[config.mk]
export PLATFORM = sky130hd
export DESIGN_NAME = source_text_tokenizer_top
export DESIGN_NICKNAME = d
export VERILOG_FILES = /design/src/rtl/stt_pkg.sv /design/src/rtl/stt_front.sv /design/src/rtl/stt_queue.sv /design/src/rtl/source_text_tokenizer_top.sv
export SDC_FILE = /design/constraint.sdc
export NUM_CORES = 1
export LEC_CHECK = 0
export ABC_AREA = 1
export BUFFER_PORTS_ARGS = -buffer_cell sky130_fd_sc_hd__buf_2
export CAP_MARGIN = 20
export CELL_PAD_IN_SITES_DETAIL_PLACEMENT = 0
export CELL_PAD_IN_SITES_GLOBAL_PLACEMENT = 1
export CORE_UTILIZATION = 50
export CTS_CLUSTER_DIAMETER = 200
export DETAILED_ROUTE_END_ITERATION = 16
export PLACE_DENSITY = 0.83
export SLEW_MARGIN = 40
export SYNTH_ARGS = -nofsm -noshare
export SYNTH_HDL_FRONTEND = slang
export SYNTH_SLANG_ARGS = --single-unit
[constraint.sdc]
create_clock -name i_clk -period 13.01 [get_ports i_clk]
set_clock_uncertainty 0.1 [all_clocks]
set_input_delay 1.9515 -clock i_clk [delete_from_list [all_inputs] [get_ports i_clk]]
set_output_delay 1.9515 -clock i_clk [all_outputs]
set_load 0.005 [all_outputs]
[src/rtl/stt_pkg.sv]
`default_nettype none

package stt_pkg;

    // Result field widths are fixed by the output format.
    localparam int LINE_W = 20;
    localparam int COL_W  = 16;
    localparam logic [LINE_W-1:0] LINE_MAX = '1;
    localparam logic [COL_W-1:0]  COL_MAX  = '1;

    // Queue between the scanner and the output side.
    localparam int QUEUE_DEPTH = 4;
    localparam int QPTR_W      = $clog2(QUEUE_DEPTH);
    localparam int QCNT_W      = $clog2(QUEUE_DEPTH + 1);

    // Token kinds.
    localparam logic [4:0] KIND_PENDING = 5'd0;
    localparam logic [4:0] KIND_STRING  = 5'd1;
    localparam logic [4:0] KIND_INTEGER = 5'd2;
    localparam logic [4:0] KIND_DECIMAL = 5'd3;
    localparam logic [4:0] KIND_BOOLEAN = 5'd4;
    localparam logic [4:0] KIND_IDENT   = 5'd5;
    localparam logic [4:0] KIND_SEMI    = 5'd6;
    localparam logic [4:0] KIND_LPAREN  = 5'd7;
    localparam logic [4:0] KIND_RPAREN  = 5'd8;
    localparam logic [4:0] KIND_LBRACK  = 5'd9;
    localparam logic [4:0] KIND_RBRACK  = 5'd10;
    localparam logic [4:0] KIND_LBRACE  = 5'd11;
    localparam logic [4:0] KIND_RBRACE  = 5'd12;
    localparam logic [4:0] KIND_PLUS    = 5'd13;
    localparam logic [4:0] KIND_MINUS   = 5'd14;
    localparam logic [4:0] KIND_STAR    = 5'd15;
    localparam logic [4:0] KIND_SLASH   = 5'd16;
    localparam logic [4:0] KIND_PERCENT = 5'd17;
    localparam logic [4:0] KIND_EQUAL   = 5'd18;

    // Error codes.
    localparam logic [1:0] ERR_NONE       = 2'd0;
    localparam logic [1:0] ERR_BAD_ESCAPE = 2'd1;
    localparam logic [1:0] ERR_SECOND_DOT = 2'd2;

    // Characters.
    localparam logic [7:0] CH_NL     = 8'h0A;
    localparam logic [7:0] CH_TAB    = 8'h09;
    localparam logic [7:0] CH_DQUOTE = 8'h22;
    localparam logic [7:0] CH_SQUOTE = 8'h27;
    localparam logic [7:0] CH_BSLASH = 8'h5C;
    localparam logic [7:0] CH_HASH   = 8'h23;
    localparam logic [7:0] CH_DOT    = 8'h2E;
    localparam logic [7:0] CH_USCORE = 8'h5F;
    localparam logic [7:0] CH_LOW_N  = 8'h6E;
    localparam logic [7:0] CH_LOW_T  = 8'h74;
    localparam logic [7:0] CH_LOW_F  = 8'h66;
    localparam logic [7:0] CH_LOW_R  = 8'h72;
    localparam logic [7:0] CH_LOW_U  = 8'h75;
    localparam logic [7:0] CH_LOW_E  = 8'h65;
    localparam logic [7:0] CH_LOW_A  = 8'h61;
    localparam logic [7:0] CH_LOW_L  = 8'h6C;
    localparam logic [7:0] CH_LOW_S  = 8'h73;

    // Keyword progress: 1..4 inside "true", 5..9 inside "false".
    localparam logic [3:0] KW_NONE       = 4'd0;
    localparam logic [3:0] KW_TRUE_T     = 4'd1;
    localparam logic [3:0] KW_TRUE_R     = 4'd2;
    localparam logic [3:0] KW_TRUE_U     = 4'd3;
    localparam logic [3:0] KW_TRUE_DONE  = 4'd4;
    localparam logic [3:0] KW_FALSE_F    = 4'd5;
    localparam logic [3:0] KW_FALSE_A    = 4'd6;
    localparam logic [3:0] KW_FALSE_L    = 4'd7;
    localparam logic [3:0] KW_FALSE_S    = 4'd8;
    localparam logic [3:0] KW_FALSE_DONE = 4'd9;

    typedef struct packed {
        logic [4:0]        kind;
        logic [7:0]        value;
        logic              has_byte;
        logic              tok_end;
        logic [LINE_W-1:0] line;
        logic [COL_W-1:0]  column;
        logic [1:0]        err;
    } t_item;

    // Up to two result words per accepted byte.
    typedef struct packed {
        logic [1:0] count;
        t_item      first;
        t_item      second;
    } t_push;

endpackage

`default_nettype wire

[src/rtl/stt_front.sv]
`default_nettype none

module stt_front
    import stt_pkg::*;
#(
    parameter int LINE_BITS   = 20,
    parameter int COLUMN_BITS = 16
) (
    input  wire logic       i_clk,
    input  wire logic       i_rst_n,
    input  wire logic       i_valid,
    input  wire logic [7:0] i_char_byte,
    input  wire logic       i_end_of_input,
    input  wire logic       i_room,
    output t_push           o_push
);

    typedef enum logic [3:0] {
        MODE_IDLE,
        MODE_DQ,
        MODE_SQ,
        MODE_DQ_ESC,
        MODE_SQ_ESC,
        MODE_NUM,
        MODE_WORD,
        MODE_COMMENT
    } t_mode;

    t_mode                  r_mode, n_mode;
    logic                   r_dec, n_dec;
    logic [3:0]             r_kw, n_kw;
    logic [LINE_BITS-1:0]   r_line, n_line;
    logic [COLUMN_BITS-1:0] r_col, n_col;
    logic [LINE_BITS-1:0]   r_sline, n_sline;
    logic [COLUMN_BITS-1:0] r_scol, n_scol;

    logic       accept;
    logic [1:0] cnt;
    t_item      it0, it1, st;
    logic       st_emit, restart;
    logic [LINE_W-1:0] old_line_o, new_line_o;
    logic [COL_W-1:0]  old_col_o, new_col_o;
    logic [7:0] b;

    function automatic logic f_is_digit(input logic [7:0] c);
        return (c >= 8'h30) && (c <= 8'h39);
    endfunction

    function automatic logic f_is_alpha(input logic [7:0] c);
        return ((c >= 8'h61) && (c <= 8'h7A)) || ((c >= 8'h41) && (c <= 8'h5A));
    endfunction

    function automatic logic [LINE_W-1:0] f_sat_line(input logic [LINE_BITS-1:0] v);
        logic [32:0] w;
        w = 33'(v);
        if (w > 33'(LINE_MAX)) return LINE_MAX;
        return w[LINE_W-1:0];
    endfunction

    function automatic logic [COL_W-1:0] f_sat_col(input logic [COLUMN_BITS-1:0] v);
        logic [32:0] w;
        w = 33'(v);
        if (w > 33'(COL_MAX)) return COL_MAX;
        return w[COL_W-1:0];
    endfunction

    function automatic logic [3:0] f_kw_next(input logic [3:0] k, input logic [7:0] c);
        logic [3:0] r;
        r = KW_NONE;
        case (k)
            KW_TRUE_T:  if (c == CH_LOW_R) r = KW_TRUE_R;
            KW_TRUE_R:  if (c == CH_LOW_U) r = KW_TRUE_U;
            KW_TRUE_U:  if (c == CH_LOW_E) r = KW_TRUE_DONE;
            KW_FALSE_F: if (c == CH_LOW_A) r = KW_FALSE_A;
            KW_FALSE_A: if (c == CH_LOW_L) r = KW_FALSE_L;
            KW_FALSE_L: if (c == CH_LOW_S) r = KW_FALSE_S;
            KW_FALSE_S: if (c == CH_LOW_E) r = KW_FALSE_DONE;
            default:    r = KW_NONE;
        endcase
        return r;
    endfunction

    function automatic logic [4:0] f_sym_kind(input logic [7:0] c);
        logic [4:0] k;
        case (c)
            8'h3B:   k = KIND_SEMI;
            8'h28:   k = KIND_LPAREN;
            8'h29:   k = KIND_RPAREN;
            8'h5B:   k = KIND_LBRACK;
            8'h5D:   k = KIND_RBRACK;
            8'h7B:   k = KIND_LBRACE;
            8'h7D:   k = KIND_RBRACE;
            8'h2B:   k = KIND_PLUS;
            8'h2D:   k = KIND_MINUS;
            8'h2A:   k = KIND_STAR;
            8'h2F:   k = KIND_SLASH;
            8'h25:   k = KIND_PERCENT;
            8'h3D:   k = KIND_EQUAL;
            default: k = KIND_PENDING;
        endcase
        return k;
    endfunction

    function automatic t_item f_mk(input logic [4:0] kind, input logic [7:0] val,
                                   input logic has, input logic fin, input logic [1:0] err,
                                   input logic [LINE_W-1:0] ln, input logic [COL_W-1:0] cl);
        t_item x;
        x.kind     = kind;
        x.value    = val;
        x.has_byte = has;
        x.tok_end  = fin;
        x.line     = ln;
        x.column   = cl;
        x.err      = err;
        return x;
    endfunction

    assign accept = i_valid && i_room;
    assign b      = i_char_byte;

    always_comb begin
        n_mode  = r_mode;
        n_dec   = r_dec;
        n_kw    = r_kw;
        n_line  = r_line;
        n_col   = r_col;
        n_sline = r_sline;
        n_scol  = r_scol;
        cnt     = 2'd0;
        it0     = '0;
        it1     = '0;
        st      = '0;
        st_emit = 1'b0;
        restart = 1'b0;

        old_line_o = f_sat_line(r_sline);
        old_col_o  = f_sat_col(r_scol);

        if (!i_end_of_input) begin
            if (b == CH_NL) begin
                if (r_line != '1) n_line = r_line + LINE_BITS'(1);
                n_col = '0;
            end else if (r_col != '1) begin
                n_col = r_col + COLUMN_BITS'(1);
            end
        end
        new_line_o = f_sat_line(n_line);
        new_col_o  = f_sat_col(n_col);

        if (i_end_of_input) begin
            case (r_mode)
                MODE_DQ, MODE_SQ, MODE_DQ_ESC, MODE_SQ_ESC: begin
                    it0 = f_mk(KIND_STRING, 8'd0, 1'b0, 1'b1, ERR_NONE,
                               old_line_o, old_col_o);
                    cnt = 2'd1;
                end
                MODE_NUM: begin
                    it0 = f_mk(r_dec ? KIND_DECIMAL : KIND_INTEGER, 8'd0, 1'b0, 1'b1,
                               ERR_NONE, old_line_o, old_col_o);
                    cnt = 2'd1;
                end
                MODE_WORD: begin
                    it0 = f_mk((r_kw == KW_TRUE_DONE || r_kw == KW_FALSE_DONE) ?
                               KIND_BOOLEAN : KIND_IDENT, 8'd0, 1'b0, 1'b1, ERR_NONE,
                               old_line_o, old_col_o);
                    cnt = 2'd1;
                end
                default: cnt = 2'd0;
            endcase
            n_mode = MODE_IDLE;
            n_dec  = 1'b0;
            n_kw   = KW_NONE;
        end else begin
            case (r_mode)
                MODE_DQ, MODE_SQ: begin
                    if (b == ((r_mode == MODE_DQ) ? CH_DQUOTE : CH_SQUOTE)) begin
                        n_mode = MODE_IDLE;
                        it0 = f_mk(KIND_STRING, 8'd0, 1'b0, 1'b1, ERR_NONE,
                                   old_line_o, old_col_o);
                        cnt = 2'd1;
                    end else if (b == CH_BSLASH) begin
                        n_mode = (r_mode == MODE_DQ) ? MODE_DQ_ESC : MODE_SQ_ESC;
                    end else begin
                        it0 = f_mk(KIND_PENDING, b, 1'b1, 1'b0, ERR_NONE,
                                   old_line_o, old_col_o);
                        cnt = 2'd1;
                    end
                end
                MODE_DQ_ESC, MODE_SQ_ESC: begin
                    n_mode = (r_mode == MODE_DQ_ESC) ? MODE_DQ : MODE_SQ;
                    cnt    = 2'd1;
                    if (b == CH_LOW_N) begin
                        it0 = f_mk(KIND_PENDING, CH_NL, 1'b1, 1'b0, ERR_NONE,
                                   old_line_o, old_col_o);
                    end else if (b == CH_LOW_T) begin
                        it0 = f_mk(KIND_PENDING, CH_TAB, 1'b1, 1'b0, ERR_NONE,
                                   old_line_o, old_col_o);
                    end else if (b == CH_BSLASH || b == CH_SQUOTE || b == CH_DQUOTE) begin
                        it0 = f_mk(KIND_PENDING, b, 1'b1, 1'b0, ERR_NONE,
                                   old_line_o, old_col_o);
                    end else begin
                        // Unknown escape: pass both bytes through, flagged.
                        it0 = f_mk(KIND_PENDING, CH_BSLASH, 1'b1, 1'b0, ERR_BAD_ESCAPE,
                                   old_line_o, old_col_o);
                        it1 = f_mk(KIND_PENDING, b, 1'b1, 1'b0, ERR_BAD_ESCAPE,
                                   old_line_o, old_col_o);
                        cnt = 2'd2;
                    end
                end
                MODE_COMMENT: begin
                    if (b == CH_NL) n_mode = MODE_IDLE;
                end
                MODE_NUM: begin
                    if (f_is_digit(b) || b == CH_DOT) begin
                        it0 = f_mk(KIND_PENDING, b, 1'b1, 1'b0,
                                   (b == CH_DOT && r_dec) ? ERR_SECOND_DOT : ERR_NONE,
                                   old_line_o, old_col_o);
                        cnt = 2'd1;
                        if (b == CH_DOT) n_dec = 1'b1;
                    end else begin
                        it0 = f_mk(r_dec ? KIND_DECIMAL : KIND_INTEGER, 8'd0, 1'b0, 1'b1,
                                   ERR_NONE, old_line_o, old_col_o);
                        cnt     = 2'd1;
                        n_mode  = MODE_IDLE;
                        n_dec   = 1'b0;
                        restart = 1'b1;
                    end
                end
                MODE_WORD: begin
                    if (f_is_alpha(b) || f_is_digit(b) || b == CH_USCORE) begin
                        n_kw = f_kw_next(r_kw, b);
                        it0  = f_mk(KIND_PENDING, b, 1'b1, 1'b0, ERR_NONE,
                                    old_line_o, old_col_o);
                        cnt  = 2'd1;
                    end else begin
                        it0 = f_mk((r_kw == KW_TRUE_DONE || r_kw == KW_FALSE_DONE) ?
                                   KIND_BOOLEAN : KIND_IDENT, 8'd0, 1'b0, 1'b1, ERR_NONE,
                                   old_line_o, old_col_o);
                        cnt     = 2'd1;
                        n_mode  = MODE_IDLE;
                        n_kw    = KW_NONE;
                        restart = 1'b1;
                    end
                end
                default: begin
                    n_mode  = MODE_IDLE;
                    restart = 1'b1;
                end
            endcase

            // A byte that closes a number or word also opens the next token.
            if (restart) begin
                n_sline = n_line;
                n_scol  = n_col;
                if (b == CH_DQUOTE) begin
                    n_mode = MODE_DQ;
                end else if (b == CH_SQUOTE) begin
                    n_mode = MODE_SQ;
                end else if (f_is_digit(b) || b == CH_DOT) begin
                    n_mode  = MODE_NUM;
                    n_dec   = (b == CH_DOT);
                    st      = f_mk(KIND_PENDING, b, 1'b1, 1'b0, ERR_NONE,
                                   new_line_o, new_col_o);
                    st_emit = 1'b1;
                end else if (f_is_alpha(b) || b == CH_USCORE) begin
                    n_mode  = MODE_WORD;
                    n_kw    = (b == CH_LOW_T) ? KW_TRUE_T :
                              (b == CH_LOW_F) ? KW_FALSE_F : KW_NONE;
                    st      = f_mk(KIND_PENDING, b, 1'b1, 1'b0, ERR_NONE,
                                   new_line_o, new_col_o);
                    st_emit = 1'b1;
                end else if (b == CH_HASH) begin
                    n_mode = MODE_COMMENT;
                end else if (f_sym_kind(b) != KIND_PENDING) begin
                    st      = f_mk(f_sym_kind(b), b, 1'b1, 1'b1, ERR_NONE,
                                   new_line_o, new_col_o);
                    st_emit = 1'b1;
                end
                if (st_emit) begin
                    if (cnt == 2'd0) it0 = st;
                    else             it1 = st;
                    cnt = cnt + 2'd1;
                end
            end
        end
    end

    always_comb begin
        o_push.count  = accept ? cnt : 2'd0;
        o_push.first  = it0;
        o_push.second = it1;
    end

    always_ff @(posedge i_clk) begin
        if (!i_rst_n) begin
            r_mode  <= MODE_IDLE;
            r_dec   <= 1'b0;
            r_kw    <= KW_NONE;
            r_line  <= LINE_BITS'(1);
            r_col   <= '0;
            r_sline <= LINE_BITS'(1);
            r_scol  <= '0;
        end else if (accept) begin
            r_mode  <= n_mode;
            r_dec   <= n_dec;
            r_kw    <= n_kw;
            r_line  <= n_line;
            r_col   <= n_col;
            r_sline <= n_sline;
            r_scol  <= n_scol;
        end
    end

    a_eoi_idle: assert property (@(posedge i_clk) disable iff (!i_rst_n)
        (accept && i_end_of_input) |=> (r_mode == MODE_IDLE && !r_dec && r_kw == KW_NONE))
        else $error("scanner not idle after end of text");

    a_esc_from_dq: assert property (@(posedge i_clk) disable iff (!i_rst_n)
        (r_mode == MODE_DQ_ESC) |-> ($past(r_mode) == MODE_DQ || $past(r_mode) == MODE_DQ_ESC))
        else $error("escape entered outside a double-quoted string");

    a_line_nonzero: assert property (@(posedge i_clk) disable iff (!i_rst_n)
        (r_line != '0) && (r_sline != '0))
        else $error("line counter reached zero");

endmodule

`default_nettype wire

[src/rtl/stt_queue.sv]
`default_nettype none

module stt_queue
    import stt_pkg::*;
(
    input  wire logic  i_clk,
    input  wire logic  i_rst_n,
    input  wire t_push i_push,
    output logic       o_room,
    output logic       o_valid,
    input  wire logic  i_stall,
    output t_item      o_item
);

    t_item              r_mem [QUEUE_DEPTH];
    logic [QPTR_W-1:0]  r_wp, r_rp;
    logic [QCNT_W-1:0]  r_count, n_count;
    logic               pop;

    // Room is checked for two words so a byte never has to be split.
    assign o_room  = (QCNT_W'(QUEUE_DEPTH) - r_count) >= QCNT_W'(2);
    assign o_valid = (r_count != '0);
    assign o_item  = r_mem[r_rp];
    assign pop     = o_valid && !i_stall;

    always_comb begin
        n_count = r_count + QCNT_W'(i_push.count) - QCNT_W'(pop);
    end

    always_ff @(posedge i_clk) begin
        if (i_push.count != 2'd0) r_mem[r_wp] <= i_push.first;
        if (i_push.count == 2'd2) r_mem[r_wp + QPTR_W'(1)] <= i_push.second;
    end

    always_ff @(posedge i_clk) begin
        if (!i_rst_n) begin
            r_wp    <= '0;
            r_rp    <= '0;
            r_count <= '0;
        end else begin
            r_wp    <= r_wp + QPTR_W'(i_push.count);
            r_rp    <= r_rp + QPTR_W'(pop);
            r_count <= n_count;
        end
    end

    a_no_overflow: assert property (@(posedge i_clk) disable iff (!i_rst_n)
        r_count <= QCNT_W'(QUEUE_DEPTH))
        else $error("queue overflow");

    a_push_needs_room: assert property (@(posedge i_clk) disable iff (!i_rst_n)
        (i_push.count != 2'd0) |-> o_room)
        else $error("push without room");

    a_drain: assert property (@(posedge i_clk) disable iff (!i_rst_n)
        (pop && i_push.count == 2'd0) |=> (r_count == $past(r_count) - QCNT_W'(1)))
        else $error("queue level wrong after a pop");

endmodule

`default_nettype wire

[src/rtl/source_text_tokenizer_top.sv]
// Channel   Direction  Handshake               Word
// input     in         i_in_valid/o_in_stall   i_char_byte, i_end_of_input
// output    out        o_out_valid/i_out_stall o_token_kind .. o_error_code
//
// One source byte is taken per cycle while o_in_stall is low; it yields zero, one or two token words.
// The output side drains one word a cycle while i_out_stall is low, and a four-entry
// queue absorbs bursts.
// A word appears on the output in the cycle after its byte is taken at the
// earliest, later when older words still wait in the queue.
// Synchronous active-low reset clears the scanner and empties the queue.
// o_in_stall rises when the queue has room for fewer than two words.
`default_nettype none

module source_text_tokenizer_top
    import stt_pkg::*;
#(
    parameter int LINE_BITS   = 20,
    parameter int COLUMN_BITS = 16
) (
    input  wire logic              i_clk,
    input  wire logic              i_rst_n,
    input  wire logic              i_in_valid,
    output logic                   o_in_stall,
    input  wire logic [7:0]        i_char_byte,
    input  wire logic              i_end_of_input,
    output logic                   o_out_valid,
    input  wire logic              i_out_stall,
    output logic [4:0]             o_token_kind,
    output logic [7:0]             o_value_byte,
    output logic                   o_has_byte,
    output logic                   o_token_end,
    output logic [LINE_W-1:0]      o_token_line,
    output logic [COL_W-1:0]       o_token_column,
    output logic [1:0]             o_error_code
);

    t_push push;
    t_item item;
    logic  room;

    stt_front #(
        .LINE_BITS   (LINE_BITS),
        .COLUMN_BITS (COLUMN_BITS)
    ) u_front (
        .i_clk          (i_clk),
        .i_rst_n        (i_rst_n),
        .i_valid        (i_in_valid),
        .i_char_byte    (i_char_byte),
        .i_end_of_input (i_end_of_input),
        .i_room         (room),
        .o_push         (push)
    );

    stt_queue u_queue (
        .i_clk   (i_clk),
        .i_rst_n (i_rst_n),
        .i_push  (push),
        .o_room  (room),
        .o_valid (o_out_valid),
        .i_stall (i_out_stall),
        .o_item  (item)
    );

    assign o_in_stall     = !room;
    assign o_token_kind   = item.kind;
    assign o_value_byte   = item.value;
    assign o_has_byte     = item.has_byte;
    assign o_token_end    = item.tok_end;
    assign o_token_line   = item.line;
    assign o_token_column = item.column;
    assign o_error_code   = item.err;

endmodule

`default_nettype wire

-- Word level (Yosys, flattened, before mapping)
Memory sizes are Yosys's and may differ from the RTL's. A register that Yosys moved wholly into a read port is not among the register bits.
Cells that the tools add are included.
- add/sub/neg operators: 9
- $lt $le $gt $ge: 7
- equal/unequal tests: 49
- multiplexer cells: 115
- bitwise logic cells: 1
- reduce and logical (&&, ||, !) cells: 27
- operators by type and width (kind ; number):
    2-to-1 mux 53 bit ; 22
    case mux 53 bit (4 select lines) ; 1
    case mux 53 bit (3 select lines) ; 1
    2-to-1 mux 48 bit ; 3
    == test 8 x 7 -> 1 bit, second input constant ; 15
    == test 8 x 6 -> 1 bit, second input constant ; 13
    2-to-1 mux 4 bit ; 23
    case mux 5 bit (13 select lines) ; 1
    2-to-1 mux 20 bit ; 3
    2-to-1 mux 16 bit ; 3
    2-to-1 mux 5 bit ; 7
    == test 4 x 3 -> 1 bit, second input constant ; 8
    2-to-1 mux 2 bit ; 14
    case mux 4 bit (7 select lines) ; 1
    2-to-1 mux 1 bit ; 27
    adder 20 x 1 -> 20 bit, second input constant ; 1
    != test 20 bit, second input constant ; 1
    case mux 4 bit (5 select lines) ; 1
    2-to-1 mux 3 bit ; 6
    adder 16 x 1 -> 16 bit, second input constant ; 1
    == test 4 x 2 -> 1 bit, second input constant ; 4
    greater-or-equal comparator 8 x 7 -> 1 bit, second input constant ; 2
    <= comparator 8 x 7 -> 1 bit, second input constant ; 2
    != test 16 bit, second input constant ; 1
    other kinds (29) ; 47
- register bits after elaboration: 88
- bits in writable memories: 212
- input port bits: 13
- output and inout port bits: 55
- logic and storage cells: 219
- memories kept: 1
- memories (memory ; depth ; bits a word ; read ports ; clocked after Yosys merged registers in ; write ports ; RTL line ; text):
    u_queue.r_mem ; 4 ; 53 ; 1 ; 1 ; 2 ; stt_queue.sv:15 ; t_item r_mem [QUEUE_DEPTH];

-- Depth between registers and ports, before layout
Gate-level depths: netlist (run 1).
- depth after elaboration: 26
- gate-level depth with buffers: 21
- mapped depth without buffers: 19

-- By module
Synthesis (run 1) repeated with hierarchy kept, for this count alone.
- cells, all modules: 2446
- area, all modules: 17895.9 um2
- modules (own cells, without submodules) (module ; instances ; cells each ; area each (um2) ; seq. area each (um2)):
    stt_queue ; 1 ; 1160 ; 10737.8 ; 6506.2
    stt_front ; 1 ; 1285 ; 7154.4 ; 1621.6
    source_text_tokenizer_top ; 1 ; 1 ; 3.8 ; 0.0

-- Worst setup path after synthesis (run 1)
No wires, ideal clock.
- kind: input-to-reg
- start point: input i_char_byte[3]
- end point: memory u_queue.r_mem[0][0] in the netlist's numbering, enable pin
- setup time: 0.411 ns
- arrival time: 5.218 ns
- data required time: 12.499 ns
- slack: 7.281 ns
- stages on the path: 17
- path buffers: 3
- path through: buf_4 > nand2_2 > inv_1 > nand2_1 > inv_1 > nand2_1 > nand3_1 > nor2_2 > inv_2 > ha_1 > nand3b_1 > nand3_4 > nor2_4 > buf_4 > nand2_4 > buf_6 > nand2_1
- RTL lines (item ; RTL line ; text):
    start, declared ; source_text_tokenizer_top.sv:24 ; input wire logic [7:0] i_char_byte,
    end, declared ; stt_queue.sv:15 ;

==> results of run 1 <==
worst paths after layout:
kind / startpoint / to / slack, ns / cells after the start
setup reg to reg: u_front.r_mode[2] / u_queue.r_mem[1][8] / 8.15 / 17
setup / recovery: i_char_byte[0] / u_queue.r_mem[1][8] / 7.00 / 18
hold / removal: u_front.r_mode[3] / u_front.r_mode[3] / 0.36 / 2
hold reg to reg: u_front.r_mode[3] / u_front.r_mode[3] / 0.36 / 2
flip-flops by register name, indices dropped and copies added, names as in the netlist, 3 cells and up:
signal,cells
u_front.r_line,20
u_front.r_col,16
u_queue.r_mem,212
u_queue.r_count,3
u_front.old_col_o,16
u_front.r_mode,4
u_front.r_kw,4
u_front.old_line_o,20
kinds of logic after synthesis:
logic type	synth area share (%)
compound gates	17.0
flops	44.8
buf+inv	8.29
mux	0.0554
simple gates	28.0
fa+ha+maj	0.873
xor+xnor	1.02
metal layers:
metal / up-vias / part of all wire, % / wire length [um] / GRT usage, %
met5: - / 0 / 0 / 0
met1: 8202 / 45 / 27100 / 48.3
met4: 0 / 1.5 / 929 / 7.72
met2: 801 / 44 / 26600 / 48.7
li1: 8241 / - / - / -
met3: 64 / 10 / 6090 / 6.96
final cells by class:
cell class / instances / area [um2]
Clock inverter: 17 / 173
Timing Repair Buffer: 96 / 588
Clock buffer: 46 / 972
Fill cell: 3447 / 15900
Inverter: 199 / 759
Tap cell: 461 / 577
Sequential cell: 300 / 8090
Multi-Input combinational cell: 1782 / 8520
worst max-delay path, cell delays in order:
cell and delay, ns:
buf_2 0.21, inv_1 0.11, nand2_1 0.14, nor2_1 0.08, nand2_1 0.11, nand2_1 0.08
nor2_1 0.14, inv_2 0.05, nor2_2 0.43, inv_2 0.24, ha_1 0.33, nand3b_1 0.16
nand3_4 0.14, nor2_4 0.48, nand2_1 0.09, buf_4 0.25, nand2_2 0.50, buf_4 0.56
metrics by stage:
stage	hold WS, ns	cell area [um2]	util (%)
2_1_floorplan	0.329	18100	-
3_3_place_gp	0.342	18500	51.9
3_5_place_dp	0.355	18500	52.1
4_1_cts	0.363	19700	55.3
5_1_grt	0.382	19700	55.3
6_report	0.361	19700	55.3
report_power, final:
part           internal, mW  switching [mW]
Clock                 0.588           0.411
Combinational         0.355           0.904
Sequential             1.19          0.0965
cells in the final DEF (no fill, tap or decap), drive strengths merged, types with 2 or more instances in the layout:
| cell type | netlist | routed |
|---|---|---|
| o211ai | 25 | 25 |
| nor4 | 6 | 6 |
| o21ai | 330 | 330 |
| nand4 | 27 | 27 |
| a31oi | 2 | 2 |
| edfxtp | 208 | 208 |
| buf | 68 | 95 |
| a211oi | 11 | 11 |
| bufinv | 0 | 3 |
| nor2 | 253 | 253 |
| clkinv | 2 | 14 |
| ha | 11 | 11 |
| nor3 | 17 | 17 |
| a22oi | 2 | 2 |
| nand3b | 4 | 4 |
| nand3 | 244 | 244 |
| nand2 | 627 | 627 |
| clkbuf | 91 | 47 |
| a21oi | 112 | 112 |
| dfxtp | 92 | 92 |
| or2 | 2 | 2 |
| o22ai | 80 | 80 |
| inv | 197 | 199 |
| xor2 | 16 | 16 |
| xnor2 | 5 | 5 |
==> impl_metrics.xml, run 1 <==
<?xml version="1.0" encoding="UTF-8"?>
<metrics>
  <group name="die">
    <metric name="chipHeight" unit="um">192</metric>
    <metric name="ioPinCount" unit="">68</metric>
    <metric name="floorplan.core_area" unit="um2">35600</metric>
    <metric name="rows" unit="">69</metric>
    <metric name="initial_core_util" unit="%">50.8</metric>
    <metric name="area_of_the_die" unit="um2">36900</metric>
    <metric name="die_w" unit="um">192</metric>
  </group>
  <group name="clock_network">
    <metric name="cts_resizes" unit="">0</metric>
    <metric name="htreeDepth" unit="">2</metric>
    <metric name="worst_skew_pair.late_latency" unit="ns">0.54</metric>
    <metric name="post-cts-setup-buffer-count" unit="">0</metric>
    <metric name="cts_buffers" unit="">35</metric>
    <metric name="clock_tree.root_cell" unit="">clkbuf_16</metric>
    <metric name="tritoncts" unit="">yes</metric>
    <metric name="clk_pin_slew" unit="ns">0.06</metric>
    <metric name="cts.hold.buffers_added" unit="">0</metric>
    <metric name="tritoncts_num_sinks" unit="">300</metric>
    <metric name="clock_path_buffers" unit="">3</metric>
  </group>
  <group name="worst_setup_path">
    <metric name="critPathKind" unit="">in -&gt; reg</metric>
    <metric name="crit_end_category" unit="">register</metric>
    <metric name="worst-endpoint-required" unit="ns">13.10</metric>
    <metric name="path_max_fanout" unit="">31</metric>
    <metric name="worstPathArrival" unit="ns">6.10</metric>
    <metric name="worst_setup_path_start_kind" unit="">primary input</metric>
  </group>
  <group name="routing">
    <metric name="routed-via-count" unit="">17300</metric>
    <metric name="initial_detailed_routing_violation_count" unit="">1769</metric>
    <metric name="route.antenna.remaining_nets" unit="">0</metric>
    <metric name="routedWlPerCell" unit="um">20.9</metric>
    <metric name="drc" unit="">0</metric>
    <metric name="detail_route.first_pass.iterations" unit="">6</metric>
    <metric name="detail_route.vias_per_cell" unit="">5.97</metric>
    <metric name="route.final.wire_length" unit="um">60700</metric>
  </group>
  <group name="synth">
    <metric name="synth_edf_count" unit="">208</metric>
    <metric name="synth.top_cells.by_count" unit="">nand2_1 (610), o21ai_0 (295), nand3_1 (240)</metric>
    <metric name="yosysTopAreaCell" unit="">edfxtp_1</metric>
    <metric name="async_flop_share" unit="%">0</metric>
    <metric name="area_share_of_the_leading_cell_type_in_the_synthesized_netlist" unit="%">34.6</metric>
    <metric name="post_synth_main_area_contributors" unit="">edfxtp_1 (35%), nand2_1 (13%), dfxtp_1 (10%)</metric>
    <metric name="post_synth_inst_count" unit="">2440</metric>
    <metric name="synthesis.nets" unit="">2465</metric>
    <metric name="synth_seq_cells" unit="">300</metric>
    <metric name="ys_seq_area_share" unit="%">44.8</metric>
    <metric name="postSynthAreaPerCell" unit="um2">7.40</metric>
    <metric name="synth.cell_area" unit="um2">18100</metric>
    <metric name="synth.most_common_cell" unit="">nand2_1</metric>
    <metric name="synth_cell_type_count" unit="">47</metric>
    <metric name="ys.warnings.count" unit="">0</metric>
    <metric name="synthFlopType" unit="">edfxtp_1</metric>
  </group>
  <group name="global_route">
    <metric name="grt_max_degree" unit="">123</metric>
    <metric name="grt_pass1_vias" unit="">15300</metric>
    <metric name="grt_overflow_total" unit="">0</metric>
    <metric name="antenna_found_initial" unit="">0</metric>
    <metric name="wire_length_of_the_first_global_routing_pass" unit="um">91300</metric>
    <metric name="grt_usage" unit="%">32.7</metric>
  </group>
  <group name="placed_design">
    <metric name="hpwlAfterDp" unit="um">39100</metric>
    <metric name="buffer_ports.inserted" unit="">67</metric>
    <metric name="post-place-cells" unit="">2838</metric>
    <metric name="setup_slack_at_placement" unit="ns">6.35</metric>
    <metric name="finalWeightedCongestion" unit="">0.940</metric>
  </group>
  <group name="layout">
    <metric name="final_layout_size_suffix_gt1_share" unit="%">9.47</metric>
    <metric name="finalNonFillerCells" unit="">2901</metric>
    <metric name="num_antenna_cells" unit="">0</metric>
    <metric name="synth_to_final_area_change" unit="%">8.99</metric>
    <metric name="nets" unit="">2439</metric>
  </group>
  <group name="sta">
    <metric name="report.final.slew_viol_count" unit="">0</metric>
    <metric name="final.setup.tns" unit="ns">0</metric>
    <metric name="fmaxAchievable" unit="MHz">166</metric>
    <metric name="final_worst_slack" unit="ns">7.00</metric>
    <metric name="post-route-min-period" unit="ns">6.01</metric>
    <metric name="slew_headroom" unit="%">39.5</metric>
    <metric name="final_setup_violation_count" unit="">0</metric>
    <metric name="finalHoldViolCount" unit="">0</metric>
    <metric name="slew_at_the_pin_closest_to_its_max_slew_limit" unit="ns">0.898</metric>
    <metric name="min_period_over_period" unit="%">46.2</metric>
    <metric name="setup_repair_after_global_routing_missed_its_margin" unit="">false</metric>
  </group>
  <group name="hold_path">
    <metric name="hold_path_class" unit="">reg -&gt; reg</metric>
  </group>
  <group name="run_status">
    <metric name="status" unit="">finished, final reports clean</metric>
  </group>
  <group name="power_and_ir_drop">
    <metric name="power_per_cell_area" unit="nW/um2">180</metric>
    <metric name="ir_worst_vdd" unit="V">0.000156</metric>
    <metric name="power" unit="mW">3.54</metric>
    <metric name="leakage" unit="nW">7.57</metric>
  </group>
  <group name="run">
    <metric name="number_of_maximum_capacitance_constraint_violations" unit="">0</metric>
  </group>
</metrics>
(Power assumes the default switching activity.)
==> run 2, diff against run 1 <==
--- a/config.mk
+++ b/config.mk
@@ -10,10 +10,10 @@
 export CAP_MARGIN = 20
 export CELL_PAD_IN_SITES_DETAIL_PLACEMENT = 0
 export CELL_PAD_IN_SITES_GLOBAL_PLACEMENT = 1
-export CORE_UTILIZATION = 50
+export CORE_UTILIZATION = 47
 export CTS_CLUSTER_DIAMETER = 200
 export DETAILED_ROUTE_END_ITERATION = 16
-export PLACE_DENSITY = 0.83
+export PLACE_DENSITY = 0.78
 export SLEW_MARGIN = 40
 export SYNTH_ARGS = -nofsm -noshare
 export SYNTH_HDL_FRONTEND = slang
==> constraint.sdc (replaced) <==
create_clock -name i_clk -period 6 [get_ports i_clk]
set_clock_uncertainty 0.1 [all_clocks]
set_input_delay 0.9 -clock i_clk [delete_from_list [all_inputs] [get_ports i_clk]]
set_output_delay 0.9 -clock i_clk [all_outputs]
set_load 0.005 [all_outputs]
==> run 2 against run 1 <==
Compared with the run above: largest power group is now combinational logic; worst hold slack got worse by 0.0059 ns; utilization decreased by 2.8 points; first-iteration DRC count increased by 7.5%; non-clock buffer count increased by 9; critical path type unchanged; design area increased by 0.74%; sequential cell count unchanged; final cell count increased by 2.0%; sequential power increased by 120%.
==> impl_metrics.xml, run 2 (same netlist as run 1, synthesis figures left out) <==
<?xml version="1.0" encoding="UTF-8"?>
<metrics>
  <group name="worst_setup_path">
    <metric name="worst-endpoint-required" unit="ns">6.30</metric>
    <metric name="critPathKind" unit="">in -&gt; reg</metric>
    <metric name="crit_top_cell" unit="">nand2_1</metric>
    <metric name="worstRegToRegCells" unit="">19</metric>
    <metric name="setup.reg_to_reg.worst_slack" unit="ns">1.37</metric>
    <metric name="path_max_fanout" unit="">30</metric>
    <metric name="crit-reg2reg-launch" unit="">u_front.r_mode[2]</metric>
    <metric name="r2r_end" unit="">u_queue.r_mem[1][20]</metric>
    <metric name="crit_end_category" unit="">register</metric>
    <metric name="worstPathArrival" unit="ns">5.06</metric>
    <metric name="worst_setup_path_start_kind" unit="">primary input</metric>
    <metric name="worst_path_largest_cell_delay" unit="ns">0.64</metric>
    <metric name="path_cells" unit="">buf_2 &gt; inv_1 &gt; nand2_1 &gt; nor2_1 &gt; nand2_1 &gt; nand2_1 &gt; nor2_1 &gt; inv_2 &gt; nor2_2 &gt; inv_2 &gt; ha_1 &gt; inv_1 &gt; nand2_1 &gt; nor2_4 &gt; inv_2 &gt; nand2_2 &gt; nand2_1 &gt; a21oi_1 &gt; nand3_1 &gt; nand2_1</metric>
    <metric name="cp_slowest_cell" unit="">nand2_2</metric>
  </group>
  <group name="placed_design">
    <metric name="finalWeightedCongestion" unit="">0.888</metric>
    <metric name="detailed_place.area" unit="um2">18700</metric>
    <metric name="hpwlAfterDp" unit="um">40000</metric>
    <metric name="buffer_ports.inserted" unit="">67</metric>
  </group>
  <group name="clock_network">
    <metric name="cts.hold.buffers_added" unit="">0</metric>
    <metric name="clock_tree.root_cell" unit="">clkbuf_16</metric>
    <metric name="tritoncts_num_sinks" unit="">300</metric>
    <metric name="clk_pin_slew" unit="ns">0.06</metric>
    <metric name="cts_buffers" unit="">35</metric>
    <metric name="htreeDepth" unit="">2</metric>
    <metric name="post-cts-setup-buffer-count" unit="">0</metric>
    <metric name="cts_resizes" unit="">0</metric>
    <metric name="tritoncts" unit="">yes</metric>
    <metric name="worst_skew_pair.late_latency" unit="ns">0.55</metric>
    <metric name="clock_path_buffers" unit="">3</metric>
  </group>
  <group name="global_route">
    <metric name="grt_usage" unit="%">32.2</metric>
    <metric name="wire_length_of_the_first_global_routing_pass" unit="um">95200</metric>
    <metric name="grt_max_degree" unit="">129</metric>
    <metric name="grt.busiest_layer" unit="">met2</metric>
    <metric name="grt_pass1_vias" unit="">15900</metric>
    <metric name="groute.layer.met1.usage" unit="%">47.3</metric>
    <metric name="gr-usage-met3" unit="%">5.76</metric>
    <metric name="grt_util_met2" unit="%">48.6</metric>
    <metric name="grt_overflow_total" unit="">0</metric>
    <metric name="antenna_found_initial" unit="">0</metric>
  </group>
  <group name="routing">
    <metric name="detail_route.vias_per_cell" unit="">5.88</metric>
    <metric name="initial_detailed_routing_violation_count" unit="">1901</metric>
    <metric name="route.final.wire_length" unit="um">62400</metric>
    <metric name="route.antenna.remaining_nets" unit="">0</metric>
    <metric name="drc" unit="">0</metric>
    <metric name="detail_route.first_pass.iterations" unit="">6</metric>
    <metric name="routed-via-count" unit="">17400</metric>
    <metric name="routedWlPerCell" unit="um">21.1</metric>
  </group>
  <group name="layout">
    <metric name="top_register" unit="">u_queue.r_mem</metric>
    <metric name="final_layout_size_suffix_gt1_share" unit="%">9.92</metric>
    <metric name="reg_area" unit="um2">8090</metric>
    <metric name="postLayoutCellArea" unit="um2">19800</metric>
    <metric name="layout_common_cells" unit="">nand2_1 (606), o21ai_0 (292), nand3_1 (240), nor2_1 (231), edfxtp_1 (208)</metric>
    <metric name="nets" unit="">2448</metric>
    <metric name="fill_cells" unit="">3657</metric>
    <metric name="largest_register_ffs" unit="">212</metric>
    <metric name="synth_to_final_area_change" unit="%">9.80</metric>
    <metric name="area_taken_by_multi_input_logic_gates" unit="um2">8500</metric>
    <metric name="final_common_cell" unit="">nand2_1</metric>
    <metric name="num_antenna_cells" unit="">0</metric>
  </group>
  <group name="sta">
    <metric name="setup_repair_after_global_routing_missed_its_margin" unit="">false</metric>
    <metric name="post-route-min-period" unit="ns">4.76</metric>
    <metric name="report.final.slew_viol_count" unit="">0</metric>
    <metric name="final_setup_violation_count" unit="">0</metric>
    <metric name="min_period_over_period" unit="%">79.3</metric>
    <metric name="finalHoldViolCount" unit="">0</metric>
    <metric name="slew_headroom" unit="%">36.8</metric>
    <metric name="final.setup.tns" unit="ns">0</metric>
    <metric name="fmaxAchievable" unit="MHz">210</metric>
    <metric name="slew_at_the_pin_closest_to_its_max_slew_limit" unit="ns">0.938</metric>
    <metric name="worst_hold_slack" unit="ns">0.356</metric>
  </group>
  <group name="power_and_ir_drop">
    <metric name="leakage" unit="nW">7.62</metric>
    <metric name="ir_worst_vdd" unit="V">0.000386</metric>
    <metric name="power_per_cell_area" unit="nW/um2">390</metric>
    <metric name="power" unit="mW">7.74</metric>
  </group>
  <group name="die">
    <metric name="die_w" unit="um">198</metric>
    <metric name="chipHeight" unit="um">198</metric>
    <metric name="area_of_the_die" unit="um2">39200</metric>
    <metric name="rows" unit="">71</metric>
    <metric name="floorplan.core_area" unit="um2">37800</metric>
    <metric name="ioPinCount" unit="">68</metric>
    <metric name="initial_core_util" unit="%">47.8</metric>
  </group>
  <group name="hold_path">
    <metric name="hold-path-cell-count" unit="">2</metric>
    <metric name="hold-path-endpoint" unit="">u_front.r_mode[3]</metric>
    <metric name="min-delay-start" unit="">u_front.r_mode[3]</metric>
    <metric name="hold_path_class" unit="">reg -&gt; reg</metric>
  </group>
  <group name="run_status">
    <metric name="status" unit="">finished, final reports clean</metric>
  </group>
  <group name="run">
    <metric name="number_of_maximum_capacitance_constraint_violations" unit="">0</metric>
  </group>
</metrics>
run 2: cell types whose count changed in the layout (fill, tap and decap cells not counted), sizes merged:
cell,delta
buf,+10
clkinv,-2
clkbuf,+1
run 2: layout make-up:
cell class	count	area share, %
multi-input combinational	1782	42.8
sequential	300	40.8
clock buffer	48	5.02
inverter	199	3.79
timing repair buffer	105	3.48
tap	511	3.22
clock inverter	15	0.833
run 2: worst max-delay path by stage:
stage	from	end	slack, ns	cells past startpoint
2_1_floorplan	i_char_byte[3]	u_queue.r_mem[0][0]	1.32	17
3_3_place_gp	i_char_byte[0]	u_queue.r_mem[3][19]	0.94	20
3_5_place_dp	i_char_byte[0]	u_queue.r_mem[3][20]	0.80	20
4_1_cts	i_char_byte[0]	u_queue.r_mem[3][20]	1.33	20
5_1_grt	i_char_byte[3]	u_queue.r_mem[1][37]	0.88	20
6_report	i_char_byte[0]	u_queue.r_mem[1][20]	1.24	20
run 2: critical path, delay by kind of cell:
kind | cells | cell delay, ns
AOI/OAI and AO/OA | 1 | 0.42
and+or+nand+nor | 12 | 2.29
buffers and inverters | 6 | 1.13
adders and majority gates | 1 | 0.29
run 2: stage by stage:
step	instances	utilization, %	setup WS (ns)
global placement	2897	49.4	0.937
CTS	2960	52.5	1.33
finish	2960	52.5	1.24
detailed placement	2897	49.4	0.801
floorplan	2440	-	1.32
global route	2960	52.5	0.881
run 2: metal layers:
layer / up-vias / share of wire (%)
li1: 8268 / -
met1: 8205 / 45
met2: 851 / 43
met3: 85 / 10
met4: 0 / 1.8
met5: - / 0
run 2: power by group:
group / switching (mW) / total [mW] / internal (mW)
logic: 2.04 / 2.80 / 0.761
registers: 0.204 / 2.78 / 2.58
clock network: 0.869 / 2.16 / 1.30
total: 3.11 / 7.74 / 4.63
